--- src/rtl/core/lmf_pkg.sv ---
package lmf_pkg;

    // configuration register indexes
    localparam logic [1:0] CFG_THRESHOLD = 2'd0;
    localparam logic [1:0] CFG_WIDTH     = 2'd1;
    localparam logic [1:0] CFG_HEIGHT    = 2'd2;

    // reset frame size
    localparam int RESET_WIDTH  = 1475;
    localparam int RESET_HEIGHT = 1679;

    // result kinds
    localparam logic KIND_SPOT    = 1'b0;
    localparam logic KIND_SUMMARY = 1'b1;

    localparam logic [22:0] TOTAL_MAX = 23'h7FFFFF;

    // event queue depth between front and back
    localparam int QDEPTH = 4;
    localparam int QPW    = $clog2(QDEPTH);

    // one event per pixel: up to four spot centres in raster order
    // (upper-left, upper-right, lower-left, lower-right) plus frame end
    typedef struct packed {
        logic [3:0]             hit;
        logic [3:0][31:0]       val;
        logic [10:0]            xa;
        logic [10:0]            xb;
        logic [10:0]            ya;
        logic [10:0]            yb;
        logic                   fin;
    } t_event;

endpackage

--- src/rtl/core/lmf_back.sv ---
module lmf_back (
    input  logic            i_clk,
    input  logic            i_rst_n,
    input  logic            i_restart,
    input  logic            i_nempty,
    input  lmf_pkg::t_event i_event,
    output logic            o_qpop,
    output logic            empty,
    input  logic            pop,
    output logic            o_result_kind,
    output logic [10:0]     o_spot_x,
    output logic [10:0]     o_spot_y,
    output logic [31:0]     o_spot_intensity,
    output logic [22:0]     o_spot_total,
    output logic            o_last_of_run
);
    import lmf_pkg::*;

    logic        r_busy;
    t_event      r_cur;
    logic [3:0]  r_rem;
    logic [22:0] r_cnt;

    logic        r_ov;
    logic        r_kind;
    logic [10:0] r_x;
    logic [10:0] r_y;
    logic [31:0] r_val;
    logic [22:0] r_total;
    logic        r_last;

    t_event      src;
    logic [3:0]  rem;
    logic [3:0]  sel;
    logic [1:0]  idx;
    logic [3:0]  n_rem;
    logic        done;
    logic        take;

    // pick the working word, lowest remaining spot first
    always_comb begin
        src  = r_busy ? r_cur : i_event;
        rem  = r_busy ? r_rem : i_event.hit;
        take = (!r_ov || pop) && (r_busy || i_nempty);
        if (rem[0]) begin
            idx = 2'd0;
        end else if (rem[1]) begin
            idx = 2'd1;
        end else if (rem[2]) begin
            idx = 2'd2;
        end else begin
            idx = 2'd3;
        end
        sel    = (rem != '0) ? (4'b0001 << idx) : 4'b0000;
        n_rem  = rem & ~sel;
        done   = (rem == '0) || ((n_rem == '0) && !src.fin);
        o_qpop = take && !r_busy;
    end

    // hold the partly expanded word and the frame count
    always_ff @(posedge i_clk) begin
        if (!i_rst_n) begin
            r_busy <= 1'b0;
            r_cnt  <= '0;
            r_ov   <= 1'b0;
        end else begin
            if (take) begin
                r_busy <= !done;
                r_ov   <= 1'b1;
                if (rem != '0) begin
                    if (r_cnt != TOTAL_MAX) r_cnt <= r_cnt + 23'd1;
                end else begin
                    r_cnt <= '0;
                end
            end else if (pop) begin
                r_ov <= 1'b0;
            end
            if (i_restart) r_cnt <= '0;
        end
    end

    // load the output word
    always_ff @(posedge i_clk) begin
        if (take) begin
            r_cur  <= src;
            r_rem  <= n_rem;
            r_last <= done;
            if (rem != '0) begin
                r_kind  <= KIND_SPOT;
                r_x     <= idx[0] ? src.xb : src.xa;
                r_y     <= idx[1] ? src.yb : src.ya;
                r_val   <= src.val[idx];
                r_total <= '0;
            end else begin
                r_kind  <= KIND_SUMMARY;
                r_x     <= '0;
                r_y     <= '0;
                r_val   <= '0;
                r_total <= r_cnt;
            end
        end
    end

    assign empty            = !r_ov;
    assign o_result_kind    = r_kind;
    assign o_spot_x         = r_x;
    assign o_spot_y         = r_y;
    assign o_spot_intensity = r_val;
    assign o_spot_total     = r_total;
    assign o_last_of_run    = r_last;

endmodule

--- config.mk ---
export PLATFORM = sky130hd
export DESIGN_NAME = lmf_back
export DESIGN_NICKNAME = d
export VERILOG_FILES = /design/src/rtl/core/lmf_pkg.sv /design/src/rtl/core/lmf_back.sv
export SDC_FILE = /design/constraint.sdc
export NUM_CORES = 1
export LEC_CHECK = 0
export BUFFER_PORTS_ARGS = -buffer_cell sky130_fd_sc_hd__buf_2
export CORE_UTILIZATION = 45
export DETAILED_ROUTE_END_ITERATION = 6
export GPL_TIMING_DRIVEN = 1
export MAX_ROUTING_LAYER = met4
export PLACE_DENSITY = 0.68
export REMOVE_ABC_BUFFERS = 1
export SLEW_MARGIN = 25
export SYNTH_ARGS = -nofsm -noshare
export SYNTH_HDL_FRONTEND = slang
export SYNTH_SLANG_ARGS = --single-unit
--- constraint.sdc ---
create_clock -name i_clk -period 6.3 [get_ports i_clk]
set_clock_uncertainty 0.15 [all_clocks]
set_input_delay 0.315 -clock i_clk [delete_from_list [all_inputs] [get_ports i_clk]]
set_output_delay 0.315 -clock i_clk [all_outputs]
set_load 0.01 [all_outputs]
==> key figures <==
Setup path
  • Worst setup startpoint: r_busy
  • Largest delay share family, worst path: buffers and inverters
  • WP data required: 6.58 ns
  • Worst Path Buf+Inv: 2
  • Reg-to-reg critical path endpoint: r_busy
  • Critical Path Start Type: register
  • CP Depth: 7
  • Worst path cell trace: buf_4 -> mux2i_2 -> a21boi_0 -> o211ai_1 -> nand2_1 -> o21ai_0 -> dlygate4sd3_1
  • Crit path capture type: register
  • R2R Path Start: r_busy
  • R2R Setup Slk: ~2.2 ns
  • Worst-case reg-to-reg path depth: 7
  • CP endpoint: r_busy
  • Critical path type: register to register
  • Slowest-stage cell, CP: dfxtp_4
  • Worst path arrival time: 4.37 ns
  • Crit-path max cell delay: between 1 and 1.5 ns
  • Critical Path Fanout Max: 70

GRT
  • Antenna violations before repair: 2
  • Global Route Usage Sum: 0.218
  • Global-route wire length before repair: approximately 48 mm
  • Grt total ovfl: 0
  • Number of global-route vias before repair: 9118
  • Maximum number of pins on one net before global-route repair: about 130

Final layout
  • Area delta synth->final: 34.8%
  • Post-route cell area: 17100 µm²
  • Most common cell after layout, fill and taps aside: buf_2
  • Commonest non-fill, non-tap cells in the layout: buf_2 (262), edfxtp_1 (256), dlygate4sd3_1 (178)
  • Nets@finish: roughly 1500
  • FILL cells: between 2000 and 2500
  • Layout Cells excl Fill: 1724
  • Fraction of layout cells with a size suffix above 1: 0.343

Synthesis
  • Synth Area in XOR/XNOR: 0.00207
  • Number of synthesized register bits: approximately 280
  • Cell variety after synth: 52
  • Synth Area in Simple Gates: 0.0584
  • Mux share of post-synthesis cell area: 0.166
  • Async S/R FF share, synth: 0
  • Post-Synthesis Cell Area: 12700 µm²
  • Post-Synthesis Cells: between 800 and 900
  • Complex-gate fraction of the synthesized area: 0.0900
  • EDFF count, synth: roughly 260
  • Main combinational cell family by area after synthesis: multiplexers
  • Primary FF master, synth: edfxtp_1
  • Register area share after synthesis: 0.644
  • Syn Area/Cell: approximately 14 µm²
  • Adder-Cell Fraction of Synth Area: 0.000984
  • Synth warn: 0

Placement
  • Placer Congestion: 0.764
  • Placed cell count: around 1500
  • IO Port Bufs: 262
  • Post-detail-place hpwl: ~18 mm
  • Dpl cell area: roughly 14000 µm²
  • Worst slack at placement: between 2 and 3 ns

Die
  • Die area: approximately 29000 µm²
  • Die width: 170 µm
  • Core area: about 28000 µm²
  • Cell row count: a little over 60
  • I/O pin cnt: approximately 260
  • Die height: 170 µm
  • Starting density of the core: 0.458

Clocking
  • Clk sinks: approximately 280
  • Post-CTS sizing: 0
  • Clock latency on the worst-skew pair: 0.55 ns
  • Root Buffer: clkbuf_16
  • CTS tree: built
  • CTS H-Tree Depth: 1
  • Worst-path clk slew: 0.06 ns
  • CTS Buf Count: 30
  • Max Root-Sink Buffers: 3

Timing
  • Worst slew margin: 0.300
  • Number of setup violations in the final report: 0
  • Fmax: 245 MHz
  • Period utilization: 0.649
  • Setup TNS: 0 ns
  • Min Clock Period, post-route: between 4 and 5 ns
  • Final worst-path setup slack: around 2.2 ns
  • Max Slew Vio Count: 0
  • Final-report hold violation count: 0
  • Worst-Margin Slew: ~1.0 ns
  • RSZ-0062 raised after global routing: no

Route
  • Vias per cell: about 5.2
  • Post-route DRC: 0
  • Iter 0 DRT Violations: 596
  • Detail Route Antenna Nets: 0
  • DR vias: roughly 9000
  • Wirelength per Cell: 18.2 µm
  • Final WL: 31.4 mm
  • First-pass DRT Iterations: 5

Status
  • Status: finished clean

Power
  • Pwr/cell area: between 200 and 300 nW/µm²
  • VDD IR max: 0.276 mV
  • Leakage: 6.66 nW

Run
  • Max-Cap Viols: 0

Hold path
  • Worst hold-check path type: primary input to register
## area by class of cell
class                      instances  area (µm²)  share of cell area
antenna                            3        7.51            0.000438
timing repair buffer             450        3190               0.186
clock buffer                      44         917              0.0535
tap                              378         473              0.0276
inverter                          61         236              0.0138
clock inverter                    11        52.6             0.00306
sequential                       281        8190               0.478
multi-input combinational        496        4080               0.238
## worst min-delay path by stage
stage / startpoint / to / depth (start not counted)
6_report: i_event[173] / r_rem[3] / 3
5_1_grt: i_event[173] / r_rem[3] / 3
4_1_cts: i_event[173] / r_rem[3] / 3
3_5_place_dp: r_cnt[19] / r_cnt[19] / 2
3_3_place_gp: r_cnt[19] / r_cnt[19] / 2
2_1_floorplan: i_rst_n / r_ov / 1
## where the power goes
| part | leakage (nW) | switching [mW] | total (mW) | internal (mW) |
|---|---|---|---|---|
| clock network | 0.482 | 0.712 | 1.71 | 1.00 |
| registers | 2.73 | 0.0922 | 2.47 | 2.37 |
| logic | 3.45 | 0.501 | 0.926 | 0.426 |
## state kept, by name, indices dropped and copies added (netlist names)
signal,count
o_spot_total,23
o_spot_y,11
r_ov,1
r_busy,1
r_cur,173
r_rem,4
o_spot_x,11
o_last_of_run,1
r_cnt,23
o_result_kind,1
o_spot_intensity,32
## repair_timing
| action | CTS | global route |
|---|---|---|
| hold buffers | 178 | 0 |
| buffers inserted | 0 | 0 |
| endpoints found under the setup margin | 0 | 0 |
| hold endpoints to repair | 177 | 0 |
## stage by stage
stage	power [mW]	hold slack, ns	utilization
finish	5.11	0.106	0.617
CTS	5.13	0.0940	0.616
detailed placement	3.33	0.336	0.517
global placement	3.30	0.326	0.517
global route	5.30	0.134	0.617
floorplan	3.08	0.293	-
## kinds of logic after synthesis
family | count (synthesis)
simple gates | 142
other cells | 1
compound gates | 154
buf+inv | 118
fa+ha+maj | 1
mux | 195
flops | 281
xor+xnor | 3
## metal layers
layer | GRT usage | vias to the layer above | share of wire
met5 | - | - | 0
met4 | 0.0619 | 0 | 0.026
met3 | 0.0395 | 55 | 0.062
met2 | 0.367 | 283 | 0.49
met1 | 0.269 | 4351 | 0.42
li1 | - | 4267 | -
## worst reg2reg max path, delay by kind of cell (launching register included)
family                 cells  cell delay [ns]
AOI/OAI and AO/OA          3             0.44
buffers and inverters      2             1.49
DFF                        1             1.01
muxes                      1             0.79
and+or+nand+nor            1             0.10
## synthesized netlist by cell type, types with 2 or more instances
library cell	instances	share of area
nand2_1	36	0.011
o311ai_4	2	0.0041
xnor2_1	3	0.0021
and3_1	3	0.0015
mux2i_1	74	0.058
and2_1	21	0.010
o221ai_1	28	0.019
a21oi_2	5	0.0034
o21ai_0	9	0.0035
a21oi_1	57	0.022
o31ai_1	3	0.0018
nand2b_1	7	0.0034
or3_1	13	0.0064
edfxtp_1	256	0.60
o21ai_1	7	0.0028
inv_1	59	0.017
buf_4	2	0.0012
nand3_1	9	0.0035
or4_1	3	0.0018
mux2_2	120	0.11
dfxtp_1	25	0.039
buf_6	2	0.0018
inv_2	2	0.00059
a221o_1	27	0.021
buf_2	24	0.0094
o211a_1	5	0.0039
nor2b_1	2	0.00098
nor3_1	3	0.0012
nand4_1	4	0.0020
clkbuf_1	29	0.0086
o211ai_1	3	0.0018
nor2_1	32	0.0094
No activity file was read; power rests on OpenSTA's default activity.
