File: src/rtl/core/lmf_pkg.sv
package lmf_pkg;

    // configuration register indexes
    localparam logic [1:0] CFG_THRESHOLD = 2'd0;
    localparam logic [1:0] CFG_WIDTH     = 2'd1;
    localparam logic [1:0] CFG_HEIGHT    = 2'd2;

    // reset frame size
    localparam int RESET_WIDTH  = 1475;
    localparam int RESET_HEIGHT = 1679;

    // result kinds
    localparam logic KIND_SPOT    = 1'b0;
    localparam logic KIND_SUMMARY = 1'b1;

    localparam logic [22:0] TOTAL_MAX = 23'h7FFFFF;

    // event queue depth between front and back
    localparam int QDEPTH = 4;
    localparam int QPW    = $clog2(QDEPTH);

    // one event per pixel: up to four spot centres in raster order
    // (upper-left, upper-right, lower-left, lower-right) plus frame end
    typedef struct packed {
        logic [3:0]             hit;
        logic [3:0][31:0]       val;
        logic [10:0]            xa;
        logic [10:0]            xb;
        logic [10:0]            ya;
        logic [10:0]            yb;
        logic                   fin;
    } t_event;

endpackage

File: src/rtl/core/lmf_queue.sv
module lmf_queue (
    input  logic            i_clk,
    input  logic            i_rst_n,
    input  logic            i_push,
    input  lmf_pkg::t_event i_event,
    output logic            o_full,
    input  logic            i_pop,
    output logic            o_nempty,
    output lmf_pkg::t_event o_event
);
    import lmf_pkg::*;

    t_event           r_mem [QDEPTH];
    logic [QPW-1:0]   r_wp;
    logic [QPW-1:0]   r_rp;
    logic [QPW:0]     r_cnt;

    assign o_full   = (r_cnt == (QPW+1)'(QDEPTH));
    assign o_nempty = (r_cnt != '0);
    assign o_event  = r_mem[r_rp];

    // advance pointers and count
    always_ff @(posedge i_clk) begin
        if (!i_rst_n) begin
            r_wp  <= '0;
            r_rp  <= '0;
            r_cnt <= '0;
        end else begin
            if (i_push) r_wp <= r_wp + QPW'(1);
            if (i_pop)  r_rp <= r_rp + QPW'(1);
            r_cnt <= r_cnt + (QPW+1)'(i_push) - (QPW+1)'(i_pop);
        end
    end

    // store word
    always_ff @(posedge i_clk) begin
        if (i_push) r_mem[r_wp] <= i_event;
    end

endmodule

File: config.mk
export PLATFORM = sky130hd
export DESIGN_NAME = lmf_queue
export DESIGN_NICKNAME = d
export VERILOG_FILES = /design/src/rtl/core/lmf_pkg.sv /design/src/rtl/core/lmf_queue.sv
export SDC_FILE = /design/constraint.sdc
export NUM_CORES = 1
export LEC_CHECK = 0
export BUFFER_PORTS_ARGS = -buffer_cell sky130_fd_sc_hd__buf_2
export CORE_AREA = 2 2 212 214
export CTS_BUF_LIST = sky130_fd_sc_hd__clkbuf_16
export DETAILED_ROUTE_END_ITERATION = 8
export DIE_AREA = 0 0 214 216
export PLACE_DENSITY = 0.89
export SLEW_MARGIN = 20
export SYNTH_ARGS = -nofsm -noshare
export SYNTH_HDL_FRONTEND = slang
export SYNTH_SLANG_ARGS = --single-unit
File: constraint.sdc
create_clock -name i_clk -period 11.3 [get_ports i_clk]
set_clock_uncertainty 0.2 [all_clocks]
set_input_delay 1.695 -clock i_clk [delete_from_list [all_inputs] [get_ports i_clk]]
set_output_delay 1.695 -clock i_clk [all_outputs]
set_load 0.05 [all_outputs]
==> metrics.txt, run 1 <==
outcome complete, no violations; Worst setup SP type register; final setup fails 0; clk_lat worst skew 0.59 ns; Port-buffer cells 359; Seq pwr share 0.507; clock network power share 0.358; Worst path max stage delay 1.05 ns; Final Slew Violations 0; relative slew slack 0.274; CTS tree done; proportion of layout cells with a drive suffix above 1 0.457; number of H-tree levels 3; CTS resizes 0; highest clock rate 190 MHz; DR DRC count 0; Mapped Area 26000 um2; routability cong. 0.736; # clock sinks 717; min-delay src r_rp[0]; sw frac 0.254; hold buffer count at CTS 0; Worst-path clk slew 0.06 ns; largest net degree at the start of global routing 101; fin nets 1558; die width 214 um; post-synthesis sequential area ratio 0.825; GRT Residual Overflow 0; post-layout util 0.696; r2r worst-path depth 3; DIE AREA 46200 um2; Post-DP HPWL 31000 um; Clock Path Buffers 3; most common cell after layout, fill and taps aside edfxtp_1; Crit Path Max Fanout 68; RR Startpoint r_wp[0]; Yosys cell types 19; first-pass GRT wire length 80500 um; Total Wirelength 54400 um; RSZ-0062 raised after global routing no; Synthesized Nets 1156; Via Count 12023; CP required 9.41 ns; leakage power 10.3 nW; Worst setup EP type output port; Crit-path slowest cell dfxtp_4; Area after DPL 28300 um2; core area 43800 um2; Via density 5.96; crit-path leading delay family buffers and inverters; Tcrit/Tclk final 0.465; RR Endpoint r_mem[3][11]; Gate power share 0.135; DR pass1 iterations 6; #FFs+latches synth 717; GRT Total Usage 0.239; Tmin final 5.25 ns; setup bufs post-CTS 0; CTS Root Cell clkbuf_16; VDD IR max 0.000159 V; final hold vios 0; Slew @ Worst Pin 1.09 ns; yosys warns 0; synth-to-layout area growth 17.5%; initial DRC count 1166; vias in the first global route 12621; # IOs 360; MaxCap Viol Count 0; Routed WL per cell 26.9 um; Pint 4.58 mW; critical path class register to output port; initial antenna violation count 15; arrival time worst endpoint 3.36 ns; DIE HEIGHT 216 um; Final ANT Viol Nets 0; crit path cell chain buf_4, mux4_2, buf_2; worst hold path type register to register; number of fill cells 2494; sw power 1.56 mW; post-route design area 30500 um2; Syn Inst Count 968; worst reg2reg setup slack 8.23 ns; commonest cells after routing, fill and taps aside 708 x edfxtp_1, 359 x buf_2, 177 x mux4_2; Starting Density 0.593; worst path buffer plus inverter count 2; Worst Hold Depth 2; CTS buffer count 69; # rows 77; Pwr Total 6.14 mW; Power Density 201 nW/um2; Avg Cell Area, Syn 26.8 um2; setup_tns 0 ns
area by class of cell:
cell class	count	area, um2	share of cell area
inverters	7	26.3	0.000861
diodes	7	17.5	0.000574
clock inverters	47	332	0.0109
clock buffers	73	1830	0.0598
well taps	592	741	0.0243
repair buffers	371	1900	0.0622
multi-input cells	204	4230	0.139
flip-flops and latches	717	21400	0.703
per-stage QoR:
step | hold slack (ns) | worst slack (ns) | std cells
floorplan | 0.299 | 4.82 | 968
global placement | 0.299 | 6.71 | 1891
detailed placement | 0.354 | 6.65 | 1891
CTS | 0.371 | 6.01 | 2011
global route | 0.413 | 5.91 | 2015
finish | 0.383 | 6.05 | 2018
logic make-up after synthesis:
kind of cell | count (synthesis) | synth area share
DFF | 717 | 0.825
muxes | 178 | 0.154
buffers and inverters | 47 | 0.0123
and+or+nand+nor | 14 | 0.00294
adders and majority gates | 7 | 0.00366
xor gates and xnor gates | 3 | 0.00159
AOI/OAI and AO/OA | 2 | 0.000578
how the worst max path moves through the flow:
stage                        start      endpoint  slack (ns)  cells after the start
final                     register   o_event[97]        6.05                      3
after global routing      register   o_event[97]        5.91                      3
after CTS                 register   o_event[97]        6.01                      3
after detailed placement  register   o_event[97]        6.65                      3
after global placement    register  o_event[128]        6.71                      3
after floorplan             i_push   r_mem[0][0]        4.82                      1
Yosys cell counts:
| library cell | count | area [um2] |
|---|---|---|
| clkbuf_1 | 5 | 18.8 |
| inv_1 | 7 | 26.3 |
| nor2_1 | 5 | 18.8 |
| a21bo_2 | 1 | 10.0 |
| buf_6 | 16 | 180 |
| dfxtp_1 | 9 | 180 |
| or3_1 | 1 | 6.26 |
| edfxtp_1 | 708 | 21300 |
| mux2i_1 | 1 | 10.0 |
| mux4_2 | 177 | 3990 |
| fa_1 | 1 | 20.0 |
| xor3_1 | 1 | 23.8 |
| buf_2 | 19 | 95.1 |
| nand3b_1 | 1 | 7.51 |
| a21oi_1 | 1 | 5.00 |
| and2_1 | 6 | 37.5 |
| xnor2_1 | 2 | 17.5 |
| ha_1 | 6 | 75.1 |
| and3_1 | 1 | 6.26 |
power by group through the flow:
stage | clock network [mW] | logic, mW | registers, mW
floorplan | 0 | 0.628 | 3.15
global placement | 0 | 0.813 | 3.15
detailed placement | 0 | 0.829 | 3.16
CTS | 2.23 | 0.838 | 3.11
global route | 2.32 | 0.864 | 3.12
finish | 2.20 | 0.829 | 3.11
per-layer routing:
| layer | vias up | part of all wire | GRT usage | wire [um] |
|---|---|---|---|---|
| li1 | 5007 | - | - | - |
| met1 | 6254 | 0.37 | 0.306 | 19900 |
| met2 | 640 | 0.52 | 0.399 | 28200 |
| met3 | 108 | 0.088 | 0.0726 | 4780 |
| met4 | 14 | 0.026 | 0.0755 | 1390 |
| met5 | - | 0.0013 | 0 | 70 |
registers in the layout (all words and copies together), names as in the netlist, named ones only:
register / flops
r_rp: 2
r_wp: 2
r_cnt: 3
r_mem: 708
worst register-to-register path: stages (launching register included):
cell and delay [ns]:
dfxtp_1 0.42, ha_1 0.24, and2_4 0.87, buf_4 0.89
(Power assumes the default switching activity.)
==> run 2: changes to the inputs <==
--- a/config.mk
+++ b/config.mk
@@ -6,11 +6,11 @@
 export NUM_CORES = 1
 export LEC_CHECK = 0
 export BUFFER_PORTS_ARGS = -buffer_cell sky130_fd_sc_hd__buf_2
-export CORE_AREA = 2 2 212 214
+export CORE_AREA = 2 2 217 219
 export CTS_BUF_LIST = sky130_fd_sc_hd__clkbuf_16
 export DETAILED_ROUTE_END_ITERATION = 8
-export DIE_AREA = 0 0 214 216
-export PLACE_DENSITY = 0.89
+export DIE_AREA = 0 0 219 221
+export PLACE_DENSITY = 0.86
 export SLEW_MARGIN = 20
 export SYNTH_ARGS = -nofsm -noshare
 export SYNTH_HDL_FRONTEND = slang
==> constraint.sdc (replaced) <==
create_clock -name i_clk -period 5.2 [get_ports i_clk]
set_clock_uncertainty 0.2 [all_clocks]
set_input_delay 0.78 -clock i_clk [delete_from_list [all_inputs] [get_ports i_clk]]
set_output_delay 0.78 -clock i_clk [all_outputs]
set_load 0.05 [all_outputs]
==> metrics.txt, run 2 (synthesized netlist as in run 1, its figures left out) <==
Crit Path Max Fanout 61 (-10%); min-delay src i_event[71]; Final Slew Violations 0 (unchanged); Hold WS 0.214 ns (-0.169 ns); Slew @ Worst Pin 0.980 ns (-0.108 ns); crit-path leading delay family flip-flops; GRT Total Usage 0.227 (-0.0127); CTS Root Cell clkbuf_16; fin nets 1562 (+0.26%); Tmin final 3.68 ns; GR peak layer met2; leakage power 10.4 nW (+0.95%); met2 Track Usage GR 0.379 (-0.0200); area of the multi-input gates 4230 um2 (unchanged); GRT Residual Overflow 0 (unchanged); Via density 5.80 (-2.6%); Port-buffer cells 359 (unchanged); Crit-path slowest cell dfxtp_4; Via Count 11828 (-1.6%); final hold vios 0 (unchanged); die width 219 um (+2.3%); Starting Density 0.564 (-0.0286); DIE HEIGHT 221 um (+2.3%); biggest registers after layout r_mem x708, r_cnt x3; relative slew slack 0.347 (+0.0722); final setup fails 0 (unchanged); first-pass GRT wire length 80300 um (-0.15%); number of H-tree levels 3 (unchanged); DIE AREA 48400 um2 (+4.7%); highest clock rate 271 MHz; initial antenna violation count 11 (-4); Final ANT Viol Nets 0 (unchanged); crit path cell chain buf_12, mux4_2, buf_2; # clock sinks 717 (unchanged); vias in the first global route 12691 (+0.55%); Clock Path Buffers 3 (unchanged); proportion of layout cells with a drive suffix above 1 0.461 (+0.00445); grt met1 use 0.291 (-0.0157); worst hold path type input port to register; core area 46100 um2 (+5.1%); hold buffer count at CTS 0 (unchanged); number of flip-flops in the largest register 708 (unchanged); Power Density 435 nW/um2 (+120%); worst path buffer plus inverter count 2 (unchanged); commonest cells after routing, fill and taps aside 708 x edfxtp_1, 359 x buf_2, 177 x mux4_2; critical path class register to output port; number of fill cells 2804 (+12%); Worst path max stage delay 0.96 ns (-0.09 ns); met3 Resource Use GR 0.0709 (-0.00166); DR DRC count 0 (unchanged); CTS resizes 0 (unchanged); Biggest register r_mem; arrival time worst endpoint 2.70 ns (-0.66 ns); VDD IR max 0.000370 V (+130%); # IOs 360 (unchanged); setup bufs post-CTS 0 (unchanged); setup_tns 0 ns (unchanged); outcome complete, no violations; Total Wirelength 53500 um (-1.6%); CTS buffer count 69 (unchanged); register area 21400 um2 (unchanged); DR pass1 iterations 7 (+1); Post-DP HPWL 30500 um (-1.7%); RSZ-0062 raised after global routing no; MaxCap Viol Count 0 (unchanged); CTS tree done; # rows 79 (+2.6%); largest net degree at the start of global routing 105 (+4.0%); most common cell after layout, fill and taps aside edfxtp_1; clk_lat worst skew 0.57 ns (-0.02 ns); Worst setup EP type output port; Worst-path clk slew 0.06 ns (about the same); synth-to-layout area growth 18.3%; Routed WL per cell 26.2 um (-2.6%); CP required 4.22 ns (-5.19 ns); initial DRC count 980 (-16%); routability cong. 0.755 (+2.6%); Tcrit/Tclk final 0.709; RR Startpoint r_wp[0]; Worst setup SP type register
## run 2: per-stage QoR
step / cell area [um2] / total power [mW] / util / instances / worst slack (ns)
floorplan: 26000 / 8.19 / - / 968 / 1.61
CTS: 30700 / 13.5 / 0.667 / 2033 / 1.48
finish: 30700 / 13.4 / 0.667 / 2039 / 1.52
detailed placement: 28500 / 8.68 / 0.619 / 1909 / 2.15
global placement: 28500 / 8.63 / 0.619 / 1909 / 2.13
global route: 30700 / 13.8 / 0.667 / 2037 / 1.38
## run 2: final cells by class
class,instances,share of cell area
clock inverter,51,0.0118
clock buffer,73,0.0594
tap,607,0.0247
antenna,5,0.000407
timing repair buffer,375,0.0672
multi-input combinational,204,0.138
inverter,7,0.000855
sequential,717,0.698
## run 2: final timing paths
path / end / slack (ns) / cells after the start
setup / recovery: o_event[3] / 1.52 / 3
hold / removal: r_mem[0][71] / 0.21 / 1
setup reg to reg: r_mem[2][135] / 2.78 / 4
hold reg to reg: register / 0.35 / 2
## run 2: report_power, final
group	switching [mW]	internal, mW	leakage [nW]	total [mW]
Clock	2.03	2.79	1.14	4.81
Combinational	1.28	0.537	2.65	1.82
Sequential	0.0980	6.65	6.58	6.74
## run 2: routing by layer
layer	vias up	wire, um
met1	6244	20000
met3	79	4350
met2	479	28200
met5	-	73
met4	12	909
li1	5014	-
